$ cat src/hdl/dcf_pkg.sv
// ----------------------------------------------------------------------------
// dcf_pkg
// Shared types, constants and helpers of the dynamic channel fragmenter.
// ----------------------------------------------------------------------------
package dcf_pkg;

	// PDU command codes (upper nibble of the header byte)
	localparam logic [3:0] CMD_DATA_FIRST = 4'h2;
	localparam logic [3:0] CMD_DATA       = 4'h3;

	// Smallest usable chunk size and its reset value
	localparam logic [15:0] CHUNK_FLOOR = 16'd16;
	localparam logic [15:0] CHUNK_RESET = 16'd1600;

	// Configuration register indexes
	localparam logic REG_CHUNK_SIZE = 1'b0;

	// Default depth of the request queue between front and back
	localparam int QUEUE_DEPTH = 4;

	// One request handed from the front to the back
	typedef struct packed {
		logic [7:0]  data;   // payload byte
		logic        last;   // payload byte closes its PDU
		logic        hdr;    // open a PDU: emit header and id first
		logic        df;     // the opened PDU is DATA_FIRST
		logic [31:0] chan;   // channel id
		logic [31:0] len;    // bytes remaining, announced in DATA_FIRST
	} dcf_entry_t;

	// Byte count of a variable-sized field
	function automatic logic [2:0] var_len(input logic [31:0] v);
		logic [2:0] n;
		if (v[31:8] == 24'd0) begin
			n = 3'd1;
		end else if (v[31:16] == 16'd0) begin
			n = 3'd2;
		end else begin
			n = 3'd4;
		end
		return n;
	endfunction

	// Size code of a variable-sized field
	function automatic logic [1:0] var_code(input logic [31:0] v);
		logic [1:0] c;
		if (v[31:8] == 24'd0) begin
			c = 2'd0;
		end else if (v[31:16] == 16'd0) begin
			c = 2'd1;
		end else begin
			c = 2'd2;
		end
		return c;
	endfunction

endpackage

$ cat src/hdl/dcf_front.sv
// ----------------------------------------------------------------------------
// dcf_front
// Accepts payload bytes, tracks message and PDU bookkeeping, and turns each
// byte that belongs to a message into one request for the back end.
// ----------------------------------------------------------------------------
module dcf_front (
	input  logic               clk,
	input  logic               arst_n,
	input  logic [15:0]        chunk_size,
	input  logic               in_valid,
	input  logic               in_ready,
	input  logic [7:0]         data_byte,
	input  logic               start_of_message,
	input  logic [31:0]        chan_id,
	input  logic [31:0]        message_length,
	output logic               push,
	output dcf_pkg::dcf_entry_t push_entry
);
	import dcf_pkg::*;

	logic [31:0] bytes_remaining_q;
	logic [15:0] room_left_q;
	logic        first_chunk_q;
	logic [31:0] held_channel_q;

	logic [31:0] held_n;
	logic [31:0] rem_n;
	logic [15:0] room_n;
	logic        first_n;
	logic        active;
	logic        open_pdu;
	logic [15:0] cs;
	logic [15:0] room0;
	logic [15:0] room1;
	logic [15:0] room_use;
	logic        df;
	logic [31:0] rem_dec;
	logic [15:0] room_dec;
	logic        accept;

	assign accept = in_valid && in_ready;

	// Apply a message start before anything else
	always_comb begin
		held_n  = start_of_message ? chan_id        : held_channel_q;
		rem_n   = start_of_message ? message_length : bytes_remaining_q;
		room_n  = start_of_message ? 16'd0          : room_left_q;
		first_n = start_of_message ? 1'b1           : first_chunk_q;
	end

	// Size the PDU that opens on this byte
	always_comb begin
		active   = (rem_n != 32'd0);
		open_pdu = (room_n == 16'd0);
		cs       = (chunk_size < CHUNK_FLOOR) ? CHUNK_FLOOR : chunk_size;
		room0    = cs - 16'd1 - {13'd0, var_len(held_n)};
		df       = first_n && open_pdu && (rem_n > {16'd0, room0});
		room1    = df ? (room0 - {13'd0, var_len(rem_n)}) : room0;
		room_use = open_pdu ? room1 : room_n;
		rem_dec  = rem_n - 32'd1;
		room_dec = (rem_dec == 32'd0) ? 16'd0 : (room_use - 16'd1);
	end

	// Hand a request to the back for every byte that belongs to a message
	assign push            = accept && active;
	assign push_entry.data = data_byte;
	assign push_entry.last = (room_dec == 16'd0);
	assign push_entry.hdr  = open_pdu;
	assign push_entry.df   = df;
	assign push_entry.chan = held_n;
	assign push_entry.len  = rem_n;

	// Advance message state on each accepted byte
	always_ff @(posedge clk or negedge arst_n) begin
		if (!arst_n) begin
			bytes_remaining_q <= 32'd0;
			room_left_q       <= 16'd0;
			first_chunk_q     <= 1'b0;
			held_channel_q    <= 32'd0;
		end else if (accept) begin
			held_channel_q <= held_n;
			if (active) begin
				bytes_remaining_q <= rem_dec;
				room_left_q       <= room_dec;
				first_chunk_q     <= open_pdu ? 1'b0 : first_n;
			end else begin
				bytes_remaining_q <= rem_n;
				room_left_q       <= room_n;
				first_chunk_q     <= first_n;
			end
		end
	end

	// No PDU stays open once the message is complete
	a_closed_when_done: assert property (@(posedge clk) disable iff (!arst_n)
		(bytes_remaining_q == 32'd0) |-> (room_left_q == 16'd0))
		else $error("open PDU with no message bytes left");

endmodule

$ cat src/hdl/dcf_queue.sv
// ----------------------------------------------------------------------------
// dcf_queue
// Small register queue of requests between the front and the back end.
// ----------------------------------------------------------------------------
module dcf_queue #(
	parameter int DEPTH = dcf_pkg::QUEUE_DEPTH
) (
	input  logic                clk,
	input  logic                arst_n,
	input  logic                push,
	input  dcf_pkg::dcf_entry_t push_entry,
	output logic                full,
	input  logic                pop,
	output logic                head_valid,
	output dcf_pkg::dcf_entry_t head_entry
);
	import dcf_pkg::*;

	localparam int PW = (DEPTH > 1) ? $clog2(DEPTH) : 1;
	localparam int CW = $clog2(DEPTH + 1);

	dcf_entry_t    slots_q [DEPTH];
	logic [PW-1:0] wr_ptr_q;
	logic [PW-1:0] rd_ptr_q;
	logic [CW-1:0] count_q;

	assign full       = (count_q == CW'(DEPTH));
	assign head_valid = (count_q != '0);
	assign head_entry = slots_q[rd_ptr_q];

	// Store pushed requests
	always_ff @(posedge clk) begin
		if (push && !full) begin
			slots_q[wr_ptr_q] <= push_entry;
		end
	end

	// Advance pointers and fill count
	always_ff @(posedge clk or negedge arst_n) begin
		if (!arst_n) begin
			wr_ptr_q <= '0;
			rd_ptr_q <= '0;
			count_q  <= '0;
		end else begin
			if (push && !full) begin
				wr_ptr_q <= (wr_ptr_q == PW'(DEPTH - 1)) ? '0 : wr_ptr_q + 1'b1;
			end
			if (pop && head_valid) begin
				rd_ptr_q <= (rd_ptr_q == PW'(DEPTH - 1)) ? '0 : rd_ptr_q + 1'b1;
			end
			case ({push && !full, pop && head_valid})
				2'b10:   count_q <= count_q + 1'b1;
				2'b01:   count_q <= count_q - 1'b1;
				default: count_q <= count_q;
			endcase
		end
	end

	a_count_bound: assert property (@(posedge clk) disable iff (!arst_n)
		count_q <= CW'(DEPTH))
		else $error("queue count beyond depth");

	a_empty_ptrs: assert property (@(posedge clk) disable iff (!arst_n)
		(count_q == '0) |-> (rd_ptr_q == wr_ptr_q))
		else $error("empty queue with pointers apart");

	a_no_lost_push: assert property (@(posedge clk) disable iff (!arst_n)
		push |-> !full)
		else $error("request pushed into a full queue");

endmodule

$ cat src/hdl/dcf_back.sv
// ----------------------------------------------------------------------------
// dcf_back
// Serializes each request into bytes: header byte, channel id, total length
// for DATA_FIRST, then payload byte (alone if no hdr), to an output register.
// ----------------------------------------------------------------------------
module dcf_back (
	input  logic                clk,
	input  logic                arst_n,
	input  logic                head_valid,
	input  dcf_pkg::dcf_entry_t head_entry,
	output logic                pop,
	output logic                m_tvalid,
	input  logic                m_tready,
	output logic [7:0]          m_tdata,
	output logic                m_tlast
);
	import dcf_pkg::*;

	logic [3:0] pos_q;
	logic       m_tvalid_q;
	logic [7:0] m_tdata_q;
	logic       m_tlast_q;

	logic [2:0] cl;
	logic [2:0] ll;
	logic [3:0] pay_idx;
	logic [3:0] off_chan;
	logic [3:0] off_len;
	logic [7:0] hdr_byte;
	logic [7:0] sel_byte;
	logic       sel_last;
	logic       final_byte;
	logic       load;

	// Pick the byte at the current position of the request
	always_comb begin
		cl       = var_len(head_entry.chan);
		ll       = head_entry.df ? var_len(head_entry.len) : 3'd0;
		pay_idx  = head_entry.hdr ? (4'd1 + {1'b0, cl} + {1'b0, ll}) : 4'd0;
		off_chan = pos_q - 4'd1;
		off_len  = pos_q - 4'd1 - {1'b0, cl};
		if (head_entry.df) begin
			hdr_byte = {CMD_DATA_FIRST, var_code(head_entry.len), var_code(head_entry.chan)};
		end else begin
			hdr_byte = {CMD_DATA, 2'd0, var_code(head_entry.chan)};
		end
		final_byte = (pos_q == pay_idx);
		sel_last   = 1'b0;
		if (final_byte) begin
			sel_byte = head_entry.data;
			sel_last = head_entry.last;
		end else if (pos_q == 4'd0) begin
			sel_byte = hdr_byte;
		end else if (pos_q <= {1'b0, cl}) begin
			sel_byte = head_entry.chan[{off_chan[1:0], 3'b000} +: 8];
		end else begin
			sel_byte = head_entry.len[{off_len[1:0], 3'b000} +: 8];
		end
	end

	assign load = head_valid && (!m_tvalid_q || m_tready);
	assign pop  = load && final_byte;

	// Step through the request
	always_ff @(posedge clk or negedge arst_n) begin
		if (!arst_n) begin
			pos_q <= 4'd0;
		end else if (load) begin
			pos_q <= final_byte ? 4'd0 : pos_q + 4'd1;
		end
	end

	// Hold the outgoing byte until taken
	always_ff @(posedge clk or negedge arst_n) begin
		if (!arst_n) begin
			m_tvalid_q <= 1'b0;
		end else if (load) begin
			m_tvalid_q <= 1'b1;
		end else if (m_tready) begin
			m_tvalid_q <= 1'b0;
		end
	end

	always_ff @(posedge clk) begin
		if (load) begin
			m_tdata_q <= sel_byte;
			m_tlast_q <= sel_last;
		end
	end

	assign m_tvalid = m_tvalid_q;
	assign m_tdata  = m_tdata_q;
	assign m_tlast  = m_tlast_q;

	a_pos_bound: assert property (@(posedge clk) disable iff (!arst_n)
		pos_q <= 4'd9)
		else $error("serializer position beyond longest PDU opening");

	a_mid_header: assert property (@(posedge clk) disable iff (!arst_n)
		(pos_q != 4'd0) |-> (head_valid && head_entry.hdr))
		else $error("header in progress without a header request");

endmodule

$ cat src/hdl/dynamic_channel_fragmenter.sv
// ----------------------------------------------------------------------------
// dynamic_channel_fragmenter
// Splits messages into dynamic virtual channel PDUs of at most chunk_size
// bytes.
// ----------------------------------------------------------------------------
// Payload bytes enter on the s_ stream one per cycle while the request
// queue is not full; a byte with s_tuser high starts a message and samples
// its channel id and total length. The m_ stream carries PDU bytes, m_tlast
// on the last byte of each PDU. A payload byte that carries on an open PDU
// yields one output byte; the byte that opens a PDU yields a header byte,
// 1, 2 or 4 id bytes, 1, 2 or 4 length bytes for DATA_FIRST and itself, so
// 3 to 10 bytes, from the back end serializer that emits one byte per cycle
// while m_tready allows. A four-entry request queue lets input go on while
// a header is serialized. chunk_size sits at address 0 of the APB port;
// values below 16 act as 16. Bytes past the announced length are dropped.
module dynamic_channel_fragmenter #(
	parameter int QUEUE_DEPTH = dcf_pkg::QUEUE_DEPTH
) (
	input  logic        clk,
	input  logic        arst_n,
	// payload in
	input  logic        s_tvalid,
	output logic        s_tready,
	input  logic [71:0] s_tdata,   // data_byte[7:0], chan_id[39:8], message_length[71:40]
	input  logic        s_tuser,   // start_of_message
	// PDU bytes out
	output logic        m_tvalid,
	input  logic        m_tready,
	output logic [7:0]  m_tdata,   // out_byte[7:0]
	output logic        m_tlast,   // end_of_pdu
	// configuration
	input  logic        psel,
	input  logic        penable,
	input  logic        pwrite,
	input  logic [2:0]  paddr,
	input  logic [31:0] pwdata,
	output logic [31:0] prdata,
	output logic        pready
);
	import dcf_pkg::*;

	logic [15:0] chunk_size_q;
	logic        push;
	dcf_entry_t  push_entry;
	logic        full;
	logic        pop;
	logic        head_valid;
	dcf_entry_t  head_entry;

	// Register write and readback
	assign pready = 1'b1;

	always_ff @(posedge clk or negedge arst_n) begin
		if (!arst_n) begin
			chunk_size_q <= CHUNK_RESET;
		end else if (psel && penable && pwrite && pready && (paddr[2] == REG_CHUNK_SIZE)) begin
			chunk_size_q <= pwdata[15:0];
		end
	end

	always_comb begin
		unique case (paddr[2])
			REG_CHUNK_SIZE: prdata = {16'd0, chunk_size_q};
			default:        prdata = 32'd0;
		endcase
	end

	assign s_tready = !full;

	dcf_front u_front (
		.clk              (clk),
		.arst_n           (arst_n),
		.chunk_size       (chunk_size_q),
		.in_valid         (s_tvalid),
		.in_ready         (s_tready),
		.data_byte        (s_tdata[7:0]),
		.start_of_message (s_tuser),
		.chan_id          (s_tdata[39:8]),
		.message_length   (s_tdata[71:40]),
		.push             (push),
		.push_entry       (push_entry)
	);

	dcf_queue #(
		.DEPTH (QUEUE_DEPTH)
	) u_queue (
		.clk        (clk),
		.arst_n     (arst_n),
		.push       (push),
		.push_entry (push_entry),
		.full       (full),
		.pop        (pop),
		.head_valid (head_valid),
		.head_entry (head_entry)
	);

	dcf_back u_back (
		.clk        (clk),
		.arst_n     (arst_n),
		.head_valid (head_valid),
		.head_entry (head_entry),
		.pop        (pop),
		.m_tvalid   (m_tvalid),
		.m_tready   (m_tready),
		.m_tdata    (m_tdata),
		.m_tlast    (m_tlast)
	);

endmodule
$ cat config.mk
export PLATFORM = sky130hd
export DESIGN_NAME = dynamic_channel_fragmenter
export DESIGN_NICKNAME = d
export VERILOG_FILES = /design/src/hdl/dcf_pkg.sv /design/src/hdl/dcf_front.sv /design/src/hdl/dcf_queue.sv /design/src/hdl/dcf_back.sv /design/src/hdl/dynamic_channel_fragmenter.sv
export SDC_FILE = /design/constraint.sdc
export NUM_CORES = 1
export LEC_CHECK = 0
export ABC_AREA = 1
export ABC_CLOCK_PERIOD_IN_PS = 12000
export BUFFER_PORTS_ARGS = -buffer_cell sky130_fd_sc_hd__buf_2
export CORE_ASPECT_RATIO = 0.6
export CORE_UTILIZATION = 67
export CTS_BUF_LIST = sky130_fd_sc_hd__clkbuf_2 sky130_fd_sc_hd__clkbuf_4 sky130_fd_sc_hd__clkbuf_8
export CTS_CLUSTER_DIAMETER = 60
export CTS_CLUSTER_SIZE = 10
export DETAILED_ROUTE_END_ITERATION = 10
export PLACE_DENSITY = 0.95
export SLEW_MARGIN = 20
export SYNTH_ARGS = -nofsm -noshare
export SYNTH_HDL_FRONTEND = slang
export SYNTH_HIERARCHICAL = 1
export SYNTH_SLANG_ARGS = --single-unit
$ cat constraint.sdc
create_clock -name clk -period 12 [get_ports clk]
set_input_delay 1.8 -clock clk [delete_from_list [all_inputs] [get_ports clk]]
set_output_delay 1.8 -clock clk [all_outputs]
set_load 0.05 [all_outputs]
* Word-level counts from Yosys, hierarchy flattened
Memories as Yosys holds them, arrays and structs flattened. Index checks and enable logic that the tools add are counted.
Word-level totals: flip-flop bits (word level) 118, RAM bits 300, input bits 115, word-level logic and storage cells 108, memories kept 1
Operators by class: $add $sub $neg 14, magnitude comparators 3, eq/ne operators 6, shifts and indexed selects 2, multiplexer cells 39, bitwise operators 1, reductions and logical operators 30
Memory list:
- u_queue.slots_q | depth 4, bits a word 75, read ports 1, clocked after memory_dff 0, wr ports 1, line dcf_queue.sv:22 | dcf_entry_t slots_q [DEPTH];
Operators with widths (count):
- 16-bit two-way mux | 7
- 16-bit zero test | 6
- 24-bit zero test | 4
- 32-bit two-way mux | 3
- 32-bit by 6-bit indexed part select with 8-bit output | 2
- 32-bit by 16-bit > comparator with 1-bit output | 1
- 32-bit zero test | 1
- 32-bit nonzero test | 1
- 16-bit by 1-bit subtractor with 16-bit output, second input constant | 2
- 16-bit by 3-bit subtractor with 16-bit output | 2
- 32-bit by 1-bit subtractor with 32-bit output, second input constant | 1
- 3-bit two-way mux | 9
- 8-bit two-way mux | 3
- 16-bit by 5-bit less-than comparator with 1-bit output, second input constant | 1
- 2-bit two-way mux | 6
- 1-bit logical AND | 11
- 4-bit two-way mux | 2
- 1-bit two-way mux | 7
- 2-bit equality test, second input constant | 3
- 3-bit case mux with 2 select lines | 1
- 5-bit two-way mux | 1
- 1-bit by 3-bit adder with 4-bit output, first input constant | 1
- 2-bit by 1-bit adder with 2-bit output, second input constant | 2
- 4-bit by 1-bit adder with 4-bit output, second input constant | 1
- other kinds (15) | 17

* Logic depth before layout (Yosys ltp)
Gate-level depths: netlist of the first run.
word-level depth 12, depth in mapped cells 49, depth with buffers taken out 45

* Modules after synthesis
The synthesis of the first run kept the hierarchy.
By module, submodules not included:
- dcf_queue | times used 1, cells each 936, area an instance 12817.3 um^2
- dcf_front | times used 1, cells each 1293, area an instance 7917.6 um^2
- dcf_back | times used 1, cells each 292, area an instance 1808.0 um^2
- dynamic_channel_fragmenter | times used 1, cells each 126, area an instance 945.9 um^2

* Worst setup path after synthesis of the first run
No wires, ideal clock.
kind input -> register, from input s_tuser, to memory u_queue/slots_q[0][66] in the netlist's numbering, data pin, arrival time 7.012 ns, data required time 11.742 ns, path slack 4.729 ns, stages on the path 44, path buffers 4, path through inv_2 > buf_6 > buf_6 > clkbuf_1 > clkbuf_1 > or2_2 > o21ai_0 > nand4_1 > nor4_1 > nand2_1 > nor2_1 > inv_1 > ha_1 > nand3_1 > nand3_1 > nor2_1 > nand3_1 > nor2_1 > (+8 left out) > nand2_1 > nand3_1 > nand2_1 > inv_2 > ha_1 > inv_1 > a21oi_1 > nand3_2 > nor2_4 > nand2_2 > nor2_2 > nand2_1 > nand2_1 > nand3_1 > nand2_1 > inv_1 > nand2_1 > nor2_1
RTL lines:
- start, declared | line dynamic_channel_fragmenter.sv:25 | input logic s_tuser,
- end, declared | line dcf_queue.sv:22

==> run summary, run 1 <==
The run finished with clean final reports. The register bit count reported by yosys came out at about 420. The routed layout has 18900 vias. The max-slew violation total from the final report is 0. The per-instance average area after synthesis is a little under 9 um^2. The starting density of the core is 68.9%. The worst max-slew margin expressed relative to the limit is 30.8%. The number of enable-type register cells in the synthesized netlist is slightly above 300.

Setup repair after global routing left no endpoint under its margin. The endpoint arrival time on the critical path is 9050 ps. After clock tree synthesis, the flow added hold-fix buffers numbering 0. For this run, the total global-route usage over all layers was measured as 33.8%. The number of buffers on the longest clock path is 3.

The most prevalent standard cell on the critical path is sky130_fd_sc_hd__nand2_1. The min-delay analysis places its worst path in the category reg -> reg. The first detailed-routing pass ran for 6 iterations.

For this run, design rule violations remaining after detail routing come to 0. The die covers 35800 um^2. By startpoint and endpoint, the worst setup path is classified as in -> reg.

In the final layout, the share of cells above drive strength 1 is between 10% and 20%. The fraction of registers with async set/reset came out at 26.1%. The total number of H-tree levels is 2.

The final-layout setup total negative slack came out at 0 ps. The first global-routing pass estimated 94.2 mm of wire. The leakage dissipation came out at about 11 nW. The transition time at the pin with the least slew margin came out at roughly 1000 ps. The via density per instance is 5.88. The path with the worst hold slack has its endpoint at u_queue/count_q[0]. The floorplan step defined a core boundary enclosing 34100 um^2.

The worst setup slack after placement came out at 2990 ps. Counting the buffers created by CTS gives 48. The row count is 52. Dividing total power by cell area gives a power density of 234 nW/um^2.

In this run the horizontal extent of the chip is 244 um. STA classifies the critical path startpoint as a primary input. The type of element capturing the critical path is a flop. The vertical die dimension came out at 147 um. The highest clock frequency the design can meet came out at about 120 MHz.

Between clock sinks in the finished design, the worst skew comes to 27.5 ps. The critical register-to-register path endpoint is u_queue/slots_q[3][66]. The area added between synthesis and finish came out at 6.06%. The clock edge transition at the registers on the reported setup and hold paths came out at around 70 ps. The pin count of the biggest net entering global routing is roughly 110. Synthesis produced a netlist whose cell count is 2647. The reg-to-reg startpoint is u_front/held_channel_q[11]. The buffer and inverter count on the worst path is 6.

The number of antenna violations at the first check in global routing came out at 1. STA puts the critical path data required time at 12400 ps. The total half-perimeter wirelength after legalization and detailed placement is 42.1 mm. TritonCTS built the clock tree.

During placement, the flow inserted port buffers numbering 123. The startpoint identified for the worst hold timing path is u_queue/count_q[0]. The library cell used as clock root buffer is sky130_fd_sc_hd__clkbuf_8. Counting instances, the worst hold path has a depth of 1. The congestion estimate from routability-driven global placement came to ~0.97. The final period utilization came out at between 70 and 80%. The number of cells upsized or downsized after cts came out at 0. The synthesized cell area is roughly 23000 um^2.

The depth of the worst register-to-register path came out at 36. The post-detailed-route wirelength per cell came out at 18.7 um. The count of pins on the block boundary came out at approximately 160. The max capacitance violation total is 0. The worst setup path startpoint is s_tuser. The number of DRC markers in iteration 0 came out at 2480.

The total number of nets in the final design came out at 2885. The total wire length after detailed routing came out at 60.4 mm. In this run the remaining antenna-violating nets after routing total 0. The largest delay contributor family on the critical path is simple AND/OR/NAND/NOR gates. The critical path runs through a total of 39 cells. The warning count from the yosys run is 6. The slowest stage of the critical path belongs to the cell sky130_fd_sc_hd__nor4_2. Once the clock tree was built, the setup fixing pass inserted 0 buffers. The most used flip-flop cell after synthesis is sky130_fd_sc_hd__edfxtp_1.

The worst setup slack for register-to-register paths is 4900 ps. The TritonCTS sink count came out at between 400 and 500. For the worst-skew pair, the clock arrives at the later sink with an insertion delay of between 600 and 700 ps. The total overflow left after global routing is 0. The minimum period implied by the final worst setup slack is 8640 ps. Along the worst path, the maximum fanout reaches 34. Across the VDD grid, the largest voltage drop is 177 uV. The peak per-stage delay on the critical path came out at 700 ps.

The via count of the first global-routing pass came to 17900. The final worst slack came out at roughly 3400 ps. The count of cell types in the netlist is 54. Sequential elements use 51.1% of the synthesized area. The final number of hold-violating endpoints is 0.

The total setup violations reported at the end of the flow is 0.
through the flow:
| step | utilization [%] | instance area, um^2 | hold WS, ps | instances | power [mW] |
|---|---|---|---|---|---|
| 2_1_floorplan | - | 23500 | 446 | 2662 | 4.19 |
| 3_3_place_gp | 70.2 | 23900 | 462 | 3134 | 4.62 |
| 3_5_place_dp | 70.2 | 23900 | 464 | 3134 | 4.77 |
| 4_1_cts | 73.0 | 24900 | 480 | 3222 | 5.77 |
| 5_1_grt | 73.1 | 24900 | 515 | 3223 | 6.17 |
| 6_report | 73.1 | 24900 | 485 | 3223 | 5.83 |
worst max-delay path by stage:
stage                                  end  slack, ps
floorplan           u_queue/slots_q[0][66]       4730
global placement    u_queue/slots_q[0][66]       3050
detailed placement  u_queue/slots_q[1][66]       2990
CTS                 u_queue/slots_q[0][66]       3600
global route        u_queue/slots_q[3][66]       2800
finish              u_queue/slots_q[3][66]       3360
cell type report:
class                      count  area (um^2)
sequential                   418        12000
clock buffer                  82          916
clock inverter                 6         45.0
antenna                        1         2.50
tap                          459          574
timing repair buffer         142          767
inverter                     425         1600
multi-input combinational   1690         8990
fill                        2428         9180
worst register-to-register path: cells and delay by family (launching register included):
kind,cells,cell delay (ps)
buffers and inverters,4,350
flip-flops,1,390
AO/OA/AOI/OAI,6,1470
adder cells (fa/ha/maj),3,760
AND/OR/NAND/NOR,23,3910
sequential cells by signal, summed over array words and instances (netlist names):
signal	flops
u_front/bytes_remaining_q	32
u_back/pos_q	4
u_back/m_tvalid	1
u_front/room_left_q	16
u_back/m_tlast	1
u_front/first_chunk_q	1
u_back/m_tdata	8
u_queue/rd_ptr_q	2
u_front/held_channel_q	32
u_queue/slots_q	300
u_queue/count_q	3
chunk_size_q	16
u_queue/wr_ptr_q	2
layout by cell type (no fill, tap or decap), types with 3 or more instances in the layout:
cell / n
sky130_fd_sc_hd__nand2_1: 741
sky130_fd_sc_hd__inv_1: 404
sky130_fd_sc_hd__edfxtp_1: 309
sky130_fd_sc_hd__nor2_1: 172
sky130_fd_sc_hd__nand3_1: 150
sky130_fd_sc_hd__o21ai_0: 140
sky130_fd_sc_hd__buf_2: 121
sky130_fd_sc_hd__dfrtp_1: 104
sky130_fd_sc_hd__o211ai_1: 87
sky130_fd_sc_hd__o211ai_2: 63
sky130_fd_sc_hd__clkbuf_8: 48
sky130_fd_sc_hd__a21oi_1: 46
sky130_fd_sc_hd__ha_1: 41
sky130_fd_sc_hd__clkbuf_4: 34
sky130_fd_sc_hd__nand4_1: 31
sky130_fd_sc_hd__nand2_2: 29
sky130_fd_sc_hd__xor2_1: 24
sky130_fd_sc_hd__buf_4: 20
sky130_fd_sc_hd__nor2_2: 19
sky130_fd_sc_hd__conb_1: 17
sky130_fd_sc_hd__or2_2: 17
sky130_fd_sc_hd__inv_2: 14
sky130_fd_sc_hd__o21ai_2: 14
sky130_fd_sc_hd__nor2_4: 13
sky130_fd_sc_hd__o21ai_1: 12
sky130_fd_sc_hd__nand3_2: 8
sky130_fd_sc_hd__mux2i_1: 8
sky130_fd_sc_hd__nor3_1: 8
sky130_fd_sc_hd__clkinv_1: 6
sky130_fd_sc_hd__nand2_4: 4
sky130_fd_sc_hd__nor4_1: 4
sky130_fd_sc_hd__xnor2_1: 4
sky130_fd_sc_hd__o21bai_1: 4
sky130_fd_sc_hd__nand3b_1: 4
sky130_fd_sc_hd__fa_1: 4
sky130_fd_sc_hd__dfstp_2: 3
sky130_fd_sc_hd__nor3_2: 3
sky130_fd_sc_hd__a22o_1: 3
kinds of logic (layout without fill, tap and decap cells):
family / after synthesis / in the layout / share of synthesized area (%)
flip-flops: 418 / 418 / 51.1
buffers and inverters: 554 / 655 / 11.0
other: 2 / 18 / 0.0320
multiplexers: 10 / 10 / 0.437
AND/OR/NAND/NOR: 1213 / 1213 / 22.4
XOR/XNOR: 28 / 28 / 1.04
adder cells (fa/ha/maj): 45 / 45 / 2.52
AO/OA/AOI/OAI: 377 / 377 / 11.4
cells in the mapped netlist (9+ instances only):
master | instances | area share [%]
sky130_fd_sc_hd__a21oi_1 | 46 | 0.98
sky130_fd_sc_hd__buf_2 | 19 | 0.40
sky130_fd_sc_hd__buf_4 | 36 | 1.2
sky130_fd_sc_hd__buf_6 | 40 | 1.9
sky130_fd_sc_hd__clkbuf_1 | 25 | 0.40
sky130_fd_sc_hd__dfrtp_1 | 106 | 11
sky130_fd_sc_hd__edfxtp_1 | 309 | 40
sky130_fd_sc_hd__ha_1 | 41 | 2.2
sky130_fd_sc_hd__inv_1 | 405 | 6.5
sky130_fd_sc_hd__inv_2 | 13 | 0.21
sky130_fd_sc_hd__nand2_1 | 742 | 12
sky130_fd_sc_hd__nand2_2 | 28 | 0.75
sky130_fd_sc_hd__nand3_1 | 151 | 3.2
sky130_fd_sc_hd__nand4_1 | 31 | 0.83
sky130_fd_sc_hd__nor2_1 | 176 | 2.8
sky130_fd_sc_hd__nor2_2 | 19 | 0.51
sky130_fd_sc_hd__nor2_4 | 9 | 0.43
sky130_fd_sc_hd__o211ai_1 | 87 | 2.8
sky130_fd_sc_hd__o211ai_2 | 63 | 3.4
sky130_fd_sc_hd__o21ai_0 | 140 | 3.0
sky130_fd_sc_hd__o21ai_1 | 12 | 0.26
sky130_fd_sc_hd__o21ai_2 | 14 | 0.52
sky130_fd_sc_hd__or2_2 | 17 | 0.45
sky130_fd_sc_hd__xor2_1 | 24 | 0.89
power breakdown:
group / leakage (nW) / switching, mW / internal (mW)
sequential: 4.19 / 0.192 / 2.02
clock: 0.520 / 0.519 / 0.483
combinational: 6.58 / 1.88 / 0.738
metal layers:
| metal | wire length, um | GRT usage (%) | vias up |
|---|---|---|---|
| met2 | 26900 | 51.0 | 1135 |
| met1 | 24900 | 49.5 | 8948 |
| met3 | 7160 | 7.73 | 113 |
| met4 | 1370 | 9.56 | 0 |
| li1 | - | - | 8744 |
| met5 | 0 | 0 | - |
Note: power is estimated with default switching activity, not from simulation.
==> run 2: changes to the inputs <==
ABC_CLOCK_PERIOD_IN_PS = 8600   (was 12000)
CORE_UTILIZATION = 63   (was 67)
clock period = 8.6 ns   (was 12 ns; I/O delays follow)
==> run summary, run 2 (same netlist as run 1, synthesis figures left out) <==
The largest fanout on the critical path is 24 (-29%). The max-slew violation total from the final report is 0 (unchanged). The buffer and inverter count on the worst path came out at 6 (unchanged). The via count of the first global-routing pass is 17600 (-1.9%). The number of fill cells in the layout was 2689 (+11%).

The transition time at the pin with the least slew margin is 1110 ps (+77.4 ps). Ranked by flip-flop count, first place goes to u_queue/slots_q. The top cell types in the final layout, fill and taps aside, are sky130_fd_sc_hd__nand2_1 (741), sky130_fd_sc_hd__inv_1 (404), sky130_fd_sc_hd__edfxtp_1 (309). The number of buffers on the longest clock path is 3 (unchanged). The number of DRC markers in iteration 0 was 2546 (+2.7%). The run finished with clean final reports. The worst max-slew margin expressed relative to the limit was 25.6% (-5.2 points). The minimum period implied by the final worst setup slack came out at roughly 7800 ps. Relative to the synthesized area, the layout overhead comes to 6.63%.

The total wire length after detailed routing is 59.6 mm (-1.4%). The number of cells upsized or downsized after cts was 0 (unchanged). The overall global routing resource usage came out at 31.6% (-2.3 points). The most prevalent standard cell on the critical path is sky130_fd_sc_hd__nand2_1. The count of pins on the block boundary is 159 (unchanged). The width of the die came out at 251 um (+3.1%). The data required time at the worst endpoint came to 9000 ps (-3400 ps). The sequential cell area came out at 12000 um^2 (unchanged). The row count is 54 (+3.8%). The layout cell share with drive strength beyond 1 is 15.7% (+0.055 points). The via density per instance came out at 5.72 (-2.6%). The largest clock skew in the final design came out at 35.4 ps (+7.87 ps). The post-CTS setup-driven buffer insertion count came to 0 (unchanged).

The total number of H-tree levels came out at 2 (unchanged). The number of cells in the finished layout apart from fillers is 3274 (+1.6%). The post-detailed-route wirelength per cell is 18.2 um (-3.0%).

The weighted congestion at the end of routability-driven global placement came out at 0.939 (-3.2%). The total power came out at 8.14 mW (+40%). The number of buffers created by CTS came out at 47 (-2.1%). The endpoint arrival time on the critical path is 8220 ps (-830 ps).

The total number of nets in the final design was 2889 (+0.14%). The library cell used most frequently in the layout, excluding fill and tap cells, is sky130_fd_sc_hd__nand2_1. The final period utilization is 91.0%. The worst setup slack for register-to-register paths is 1530 ps (-3370 ps). TritonCTS built the clock tree. The library cell used as clock root buffer is sky130_fd_sc_hd__clkbuf_8.

The clock edge transition at the registers on the reported setup and hold paths came out at 70 ps (about the same). The path with the worst hold slack has its endpoint at u_front/room_left_q[15]. The slowest stage of the critical path is the sky130_fd_sc_hd__nor2_1 cell. The endpoint identified for the worst register-to-register timing path is u_queue/slots_q[1][66]. In the final layout, the registers with the most flip-flops are u_queue/slots_q: 300 flops, u_front/bytes_remaining_q: 32 flops, u_front/held_channel_q: 32 flops. The total half-perimeter wirelength after legalization and detailed placement is 42.2 mm (+0.22%).

The area inside the core boundary came out at 36600 um^2 (+7.2%). The count of cell instances traversed by the critical path came to 40 (+2.6%). The remaining number of nets flagged by the antenna check after routing is 0 (unchanged). The area of the die came out at 38100 um^2 (+6.3%). The critical path is of the in -> reg type. The combined area of the multi-input logic cells came out at 8980 um^2 (about the same). The via count is 18700 (-1.1%). The final global-route overflow total is 0 (unchanged).

The depth of the worst register-to-register path came to 39 (+8.3%). The worst setup path is launched from a primary input. The max capacitance violation total is 0 (unchanged). The final-layout setup total negative slack came out at 0 ps (unchanged). The peak per-stage delay on the critical path came to 420 ps (-280 ps).

The number of antenna violations at the first check in global routing came out at 4 (+3). The TritonCTS sink count is 418 (unchanged). Setup repair after global routing left no endpoint under its margin. The largest vdd supply drop came to 170 uV (-3.9%). The final number of hold-violating endpoints is 0 (unchanged).

The quantity of I/O buffers inserted on ports came out at 123 (unchanged). The post-placement cell count came out at 3184 (+1.6%). The global-route wire length before repair is 92.8 mm (-1.5%). The total of hold buffers inserted after clock tree synthesis is 0 (unchanged). The starting density of the core was 64.3% (-4.6 points). The cell family contributing the most delay on the critical path is simple AND/OR/NAND/NOR gates. The worst hold path begins at u_front/room_left_q[15].

The leakage dissipation came out at 11.3 nW (+0.31%). The pin count of the biggest net entering global routing is 133 (+27%). The number of detailed-route iterations in the first pass came to 6 (unchanged). The number of flip-flops in the largest register came to 300 (unchanged).

The tightest min-delay check is of the reg -> reg type. The total setup violations reported at the end of the flow is 0 (unchanged). Static timing analysis puts the maximum clock frequency at 128 MHz. The reg-to-reg startpoint is u_front/held_channel_q[17].

The post-route DRC violation count came out at 0 (unchanged). The vertical die dimension is 152 um (+3.1%). The number of stages on the worst hold path is 2 (+1). The worst setup path is captured at a flop. The power density over cell area came out at 325 nW/um^2 (+39%).

The clock latency on the worst-skew pair came out at 620 ps (about the same).
[run 2: cell types whose count changed in the layout (fill, tap and decap cells not counted), sizes merged]
cell      previous run  this run
inv                420       419
buf                142       147
clkinv               9         7
clkinvlp             2         1
clkbuf              82        84
diode                1         4
[run 2: stage by stage]
step	hold slack, ps	setup slack [ps]	instance area [um^2]	util, %
global placement	462	757	24100	65.9
detailed placement	465	492	24100	65.9
global route	506	301	25000	68.5
CTS	484	1100	25000	68.5
finish	484	778	25000	68.5
floorplan	446	1840	23500	-
[run 2: layout make-up]
cell class | instances | share of cell area, %
inverters | 425 | 6.39
multi-input cells | 1690 | 35.9
diodes | 4 | 0.0400
clock buffers | 84 | 3.74
flip-flops and latches | 418 | 48.0
repair buffers | 147 | 3.40
clock inverters | 2 | 0.0649
well taps | 504 | 2.52
[run 2: where the power goes]
group	internal, mW	total [mW]	switching (mW)
clock network	0.681	1.38	0.703
registers	2.82	3.09	0.278
logic	1.05	3.66	2.61
total	4.55	8.14	3.59
[run 2: worst max-delay path by stage]
stage,to,slack (ps),start
floorplan,u_queue/slots_q[0][66],1840,s_tuser
global placement,u_queue/slots_q[0][66],760,s_tuser
detailed placement,u_queue/slots_q[2][66],490,s_tuser
CTS,u_queue/slots_q[1][66],1100,s_tuser
global route,u_queue/slots_q[1][66],300,s_tuser
finish,u_queue/slots_q[1][66],780,s_tuser
[run 2: routing by layer]
layer / vias to the layer above / track usage, % / routed length (um)
met5: - / 0 / 13
met4: 2 / 9.24 / 1490
met3: 116 / 7.31 / 6970
met2: 1065 / 48.0 / 26000
met1: 8771 / 45.5 / 25100
li1: 8782 / - / -
[run 2: worst register-to-register path, delay by kind of cell, from the launching register on]
family | cells | cell delay, ps
buffers and inverters | 5 | 420
AOI/OAI and AO/OA | 6 | 1310
and+or+nand+nor | 25 | 3960
adders and majority gates | 3 | 810
DFF | 1 | 370
